--- src/mbad_pkg.sv ---
// Shared types, address map constants and the device lookup for the memory bus decoder.
// No dependencies; used by every module of the block.
package mbad_pkg;

  localparam int unsigned WORK_RAM_BYTES = 8192;
  localparam int unsigned HIGH_RAM_BYTES = 127;
  localparam int unsigned WRAM_AW        = $clog2(WORK_RAM_BYTES);
  localparam int unsigned HRAM_AW        = $clog2(HIGH_RAM_BYTES);

  localparam logic [15:0] ADDR_BOOT_END  = 16'h0100;
  localparam logic [15:0] ADDR_VRAM      = 16'h8000;
  localparam logic [15:0] ADDR_XRAM      = 16'hA000;
  localparam logic [15:0] ADDR_WRAM      = 16'hC000;
  localparam logic [15:0] ADDR_OAM       = 16'hFE00;
  localparam logic [15:0] ADDR_OAM_END   = 16'hFEA0;
  localparam logic [15:0] ADDR_JOYP      = 16'hFF00;
  localparam logic [15:0] ADDR_IO_VIDEO  = 16'hFF03;
  localparam logic [15:0] ADDR_TIMER     = 16'hFF04;
  localparam logic [15:0] ADDR_TIMER_END = 16'hFF08;
  localparam logic [15:0] ADDR_IF        = 16'hFF0F;
  localparam logic [15:0] ADDR_SOUND     = 16'hFF10;
  localparam logic [15:0] ADDR_SOUND_END = 16'hFF40;
  localparam logic [15:0] ADDR_LCD_END   = 16'hFF4C;
  localparam logic [15:0] ADDR_DMA       = 16'hFF46;
  localparam logic [15:0] ADDR_BOOT_OFF  = 16'hFF50;
  localparam logic [15:0] ADDR_HRAM      = 16'hFF80;
  localparam logic [15:0] ADDR_IE        = 16'hFFFF;

  localparam logic [7:0] BYTE_OPEN   = 8'hFF;
  localparam logic [7:0] IF_FILL     = 8'hE0;
  localparam logic [7:0] JOYP_FILL   = 8'hC0;
  localparam logic [7:0] DMA_LIMIT   = 8'hE0;

  localparam logic ACT_READ  = 1'b0;
  localparam logic ACT_WRITE = 1'b1;

  typedef enum logic [2:0] {
    TGT_NONE  = 3'd0,
    TGT_CART  = 3'd1,
    TGT_VIDEO = 3'd2,
    TGT_SOUND = 3'd3,
    TGT_TIMER = 3'd4,
    TGT_VT    = 3'd5
  } tgt_e;

  typedef struct packed {
    logic       action;
    logic [15:0] addr;
    logic [7:0] wdata;
    logic [7:0] keys;
    logic [7:0] cart_rdata;
    logic [7:0] ppu_rdata;
    logic [7:0] apu_rdata;
    logic [7:0] timer_rdata;
    logic [7:0] boot_rdata;
  } req_t;

  typedef struct packed {
    logic [7:0] wram_rdata;
    logic [7:0] hram_rdata;
    logic [1:0] pad_select;
    logic [4:0] int_enable;
    logic       boot_mapped;
  } state_rd_t;

  typedef struct packed {
    logic [7:0] rdata;
    tgt_e       target;
    logic       forward_write;
    logic       dma_start;
    logic [7:0] dma_page;
  } result_t;

  function automatic tgt_e device_of(logic [15:0] a);
    tgt_e t;
    if (a < ADDR_VRAM) begin
      t = TGT_CART;
    end else if (a < ADDR_XRAM) begin
      t = TGT_VIDEO;
    end else if (a < ADDR_WRAM) begin
      t = TGT_CART;
    end else if (a < ADDR_OAM) begin
      t = TGT_NONE;
    end else if (a < ADDR_OAM_END) begin
      t = TGT_VIDEO;
    end else if (a < ADDR_IO_VIDEO) begin
      t = TGT_NONE;
    end else if (a >= ADDR_TIMER && a < ADDR_TIMER_END) begin
      t = TGT_TIMER;
    end else if (a == ADDR_IF) begin
      t = TGT_VT;
    end else if (a >= ADDR_SOUND && a < ADDR_SOUND_END) begin
      t = TGT_SOUND;
    end else if (a < ADDR_LCD_END) begin
      t = TGT_VIDEO;
    end else begin
      t = TGT_NONE;
    end
    return t;
  endfunction

endpackage

--- src/mbad_decode.sv ---
// Combinational decode of one registered access: target, read data merge, write forward
// and DMA request. Depends on mbad_pkg.
module mbad_decode import mbad_pkg::*; (
  input  req_t      req_i,
  input  state_rd_t st_i,
  input  logic      boot_present_i,
  output result_t   res_o
);

  tgt_e       dev;
  logic [7:0] nib;

  assign dev = device_of(req_i.addr);
  assign nib = st_i.pad_select[1] ? {4'h0, req_i.keys[3:0]} : {4'h0, req_i.keys[7:4]};

  always_comb begin
    res_o.rdata         = BYTE_OPEN;
    res_o.target        = dev;
    res_o.forward_write = 1'b0;
    res_o.dma_start     = 1'b0;
    res_o.dma_page      = 8'h00;
    if (req_i.action == ACT_READ) begin
      if (boot_present_i && st_i.boot_mapped && (req_i.addr < ADDR_BOOT_END)) begin
        res_o.rdata  = req_i.boot_rdata;
        res_o.target = TGT_NONE;
      end else begin
        case (dev)
          TGT_CART:  res_o.rdata = req_i.cart_rdata;
          TGT_VIDEO: res_o.rdata = req_i.ppu_rdata;
          TGT_SOUND: res_o.rdata = req_i.apu_rdata;
          TGT_TIMER: res_o.rdata = req_i.timer_rdata;
          TGT_VT:    res_o.rdata = IF_FILL | req_i.ppu_rdata | req_i.timer_rdata;
          default: begin
            if (req_i.addr >= ADDR_WRAM && req_i.addr < ADDR_OAM) begin
              res_o.rdata = st_i.wram_rdata;
            end else if (req_i.addr == ADDR_JOYP) begin
              res_o.rdata = JOYP_FILL | {2'b00, st_i.pad_select, 4'h0} | nib;
            end else if (req_i.addr >= ADDR_HRAM && req_i.addr != ADDR_IE) begin
              res_o.rdata = st_i.hram_rdata;
            end else if (req_i.addr == ADDR_IE) begin
              res_o.rdata = {3'b000, st_i.int_enable};
            end
          end
        endcase
      end
    end else begin
      if (dev != TGT_NONE) begin
        res_o.forward_write = 1'b1;
        if (req_i.addr == ADDR_DMA && req_i.wdata < DMA_LIMIT) begin
          res_o.dma_start = 1'b1;
          res_o.dma_page  = req_i.wdata;
        end
      end
    end
  end

endmodule

--- config.mk ---
export PLATFORM = sky130hd
export DESIGN_NAME = mbad_decode
export DESIGN_NICKNAME = d
export VERILOG_FILES = /design/src/mbad_pkg.sv /design/src/mbad_decode.sv
export SDC_FILE = /design/constraint.sdc
export NUM_CORES = 1
export LEC_CHECK = 0
export ABC_AREA = 1
export BUFFER_PORTS_ARGS = -buffer_cell sky130_fd_sc_hd__buf_4
export CAP_MARGIN = 20
export CORE_AREA = 2 2 59 61
export DETAILED_ROUTE_END_ITERATION = 8
export DIE_AREA = 0 0 61 63
export GPL_TIMING_DRIVEN = 0
export PLACE_DENSITY = 0.85
export SLEW_MARGIN = 30
export SYNTH_ARGS = -nofsm -noshare
export SYNTH_HDL_FRONTEND = slang
export SYNTH_SLANG_ARGS = --single-unit
--- constraint.sdc ---
create_clock -name vclk -period 3.62
set_input_delay 0 -clock vclk [all_inputs]
set_output_delay 0 -clock vclk [all_outputs]
set_load 0.02 [all_outputs]
==> reports/qor.yml <==
setup_path:
  critPathSlowestCell: "nor2_2"
  crit_type: "input port to output port"
  crit_path_max_fanout: 9
  critPathTopFamily: "simple AND/OR/NAND/NOR gates"
  cp_cell_sequence: "buf_4 > nor2_1 > nand2_1 > inv_1 > nand3_1 > nor2_2 > nor2_2 > nand2_4 > inv_2 > nor2_4 > nand3_4 > nor2_2 > buf_4"
  required_ns: 3.62
  startpoint_type: "input port"
  cp.arrival_ns: 1.83
  path_common_cell: "nor2_2"
  worst_path_largest_cell_delay_ns: 0.31
  worst_setup_path_end_kind: "output port"
  critPathBufInv: 4
  path_depth: 13
floorplan:
  core_area_um2: 3230
  start_util: 0.387
  die_y_um: 63
  fp.dieArea_um2: 3840
  chipWidth_um: 61
  rows: 21
  ios: 119
power:
  ir_drop_mv: 0.0380
  p_leak_nw: 1.26
  cellPowerDensity_nw_per_um2: 90.6
  power_mw: 0.199
layout:
  drive_above_1_share: 0.392
  nFillCells: 325
  utilization: 0.681
  nNetsFinal: 478
  layout.cells.non_filler: 424
  n_clock_buffer: 0
  syn_to_final_growth_pct: 76.0
  n_sequential_cell: 0
  seqCellArea_um2: 0
  antenna_cells: 0
synthesis:
  syn_nets: 357
  synthesis.area_um2: 1250
  syn_area_per_cell_um2: 4.83
  synth.yosys.seq_area_share: 0
  synth.distinct_cells: 28
  yosys_warnings: 0
  syn_inst: 259
placement:
  dp.cells: 424
  io_buffers: 119
  place_congestion: 0.917
  dp_slack_ns: 1.78
  post-dp-hpwl_mm: 4.09
hold_path:
  whs_path_depth: 4
  hold_path.class: "input port to output port"
global_route:
  grt_util_all_layers: 0.234
  grt_max_degree: 11
  grt_pass1_vias: 1828
  grt.overflow.total: 0
  grt_pass1_wl_mm: 7.32
  antenna_found_initial: 0
timing:
  slew_viol_final: 0
  tns_ns: 0
  rsz0062_at_grt: "false"
  slew_headroom: 0.736
  finalSetupViolCount: 0
  fin_ws_ns: 1.79
  fmax_mhz: 547
  fin_crit_ns: 1.83
  tightest_slew_ns: 0.396
  finalHoldViolCount: 0
  period_share: 0.505
detailed_routing:
  via_per_inst: 4.78
  dr_total_vias: 2027
  drt_iter0_markers: 127
  ant_nets: 0
  drt_drc_violations_left: 0
  drt_wl_total_mm: 4.63
  drtPass1Iterations: 4
  wire_per_inst_um: 10.9
outcome:
  status: "finished, final reports clean"
clock_network:
  cts.repair.resized: 0
  ctsHoldBuffers: 0
  post_cts_buffers: 0
run:
  drv_cap: 0
==> logic make-up (layout without fill, tap and decap cells) <==
group	Yosys count	in the layout	synth area share
AND/OR/NAND/NOR	184	184	0.703
AO/OA/AOI/OAI	32	32	0.151
buffers and inverters	43	162	0.146
==> per-stage QoR <==
| stage | cell area [um2] | hold slack (ns) |
|---|---|---|
| after floorplan | 1250 | 0.106 |
| after global placement | 2200 | 0.327 |
| after detailed placement | 2200 | 0.332 |
| after CTS | 2200 | 0.332 |
| after global routing | 2200 | 0.341 |
| final | 2200 | 0.327 |
==> power breakdown <==
group | internal [mW] | leakage, nW | switching, mW | total [mW]
clock network | 0 | 0 | 0 | 0
registers | 0 | 0 | 0 | 0
logic | 0.109 | 1.26 | 0.0908 | 0.199
total | 0.109 | 1.26 | 0.0908 | 0.199
==> path summary, 6_finish.rpt <==
kind,start,end
min,req_i[48],res_o[0]
max,req_i[61],res_o[5]
==> per-layer routing <==
metal  up-vias  wire length [um]  GRT usage
met5         -                 0          0
met4         0                51     0.0299
met3         6               412     0.0331
met2        89              2260      0.425
met1       864              1910      0.288
li1       1068                 -          -
==> synth_stat cells (2+ instances only) <==
| library cell | count | area, um2 |
|---|---|---|
| nand3_1 | 18 | 90.1 |
| a21boi_0 | 2 | 15.0 |
| nand3_4 | 2 | 35.0 |
| or2_2 | 3 | 18.8 |
| o21ai_0 | 9 | 45.0 |
| nand2_4 | 3 | 33.8 |
| nor2_4 | 3 | 33.8 |
| o211ai_1 | 3 | 22.5 |
| a21oi_1 | 11 | 55.1 |
| nand2_2 | 3 | 18.8 |
| o21bai_1 | 3 | 22.5 |
| nor2_1 | 29 | 109 |
| inv_1 | 38 | 143 |
| a22oi_1 | 2 | 15.0 |
| nand4_1 | 11 | 68.8 |
| nor3_1 | 8 | 40.0 |
| nor2_2 | 11 | 68.8 |
| nand2_1 | 90 | 338 |
==> tightest hold or removal path, cell delays in order <==
cell    delay (ns)
buf_4         0.07
inv_1         0.03
nor2_2        0.08
buf_4         0.13
==> final cells by class <==
cell class	instances	area, um2	area share
well taps	46	57.6	0.0261
repair buffers	119	893	0.406
inverters	41	168	0.0761
multi-input cells	216	1070	0.485
plain buffers	2	15.0	0.00682
==> placed cells by master (no fill, tap or decap), types with 3 or more instances in the layout <==
| master | n |
|---|---|
| a21oi_1 | 11 |
| buf_4 | 119 |
| inv_1 | 38 |
| nand2_1 | 90 |
| nand2_2 | 3 |
| nand2_4 | 3 |
| nand3_1 | 18 |
| nand4_1 | 11 |
| nor2_1 | 29 |
| nor2_2 | 11 |
| nor2_4 | 3 |
| nor3_1 | 8 |
| o211ai_1 | 3 |
| o21ai_0 | 9 |
| o21bai_1 | 3 |
| or2_2 | 3 |
Note: power is estimated with default switching activity, not from simulation.
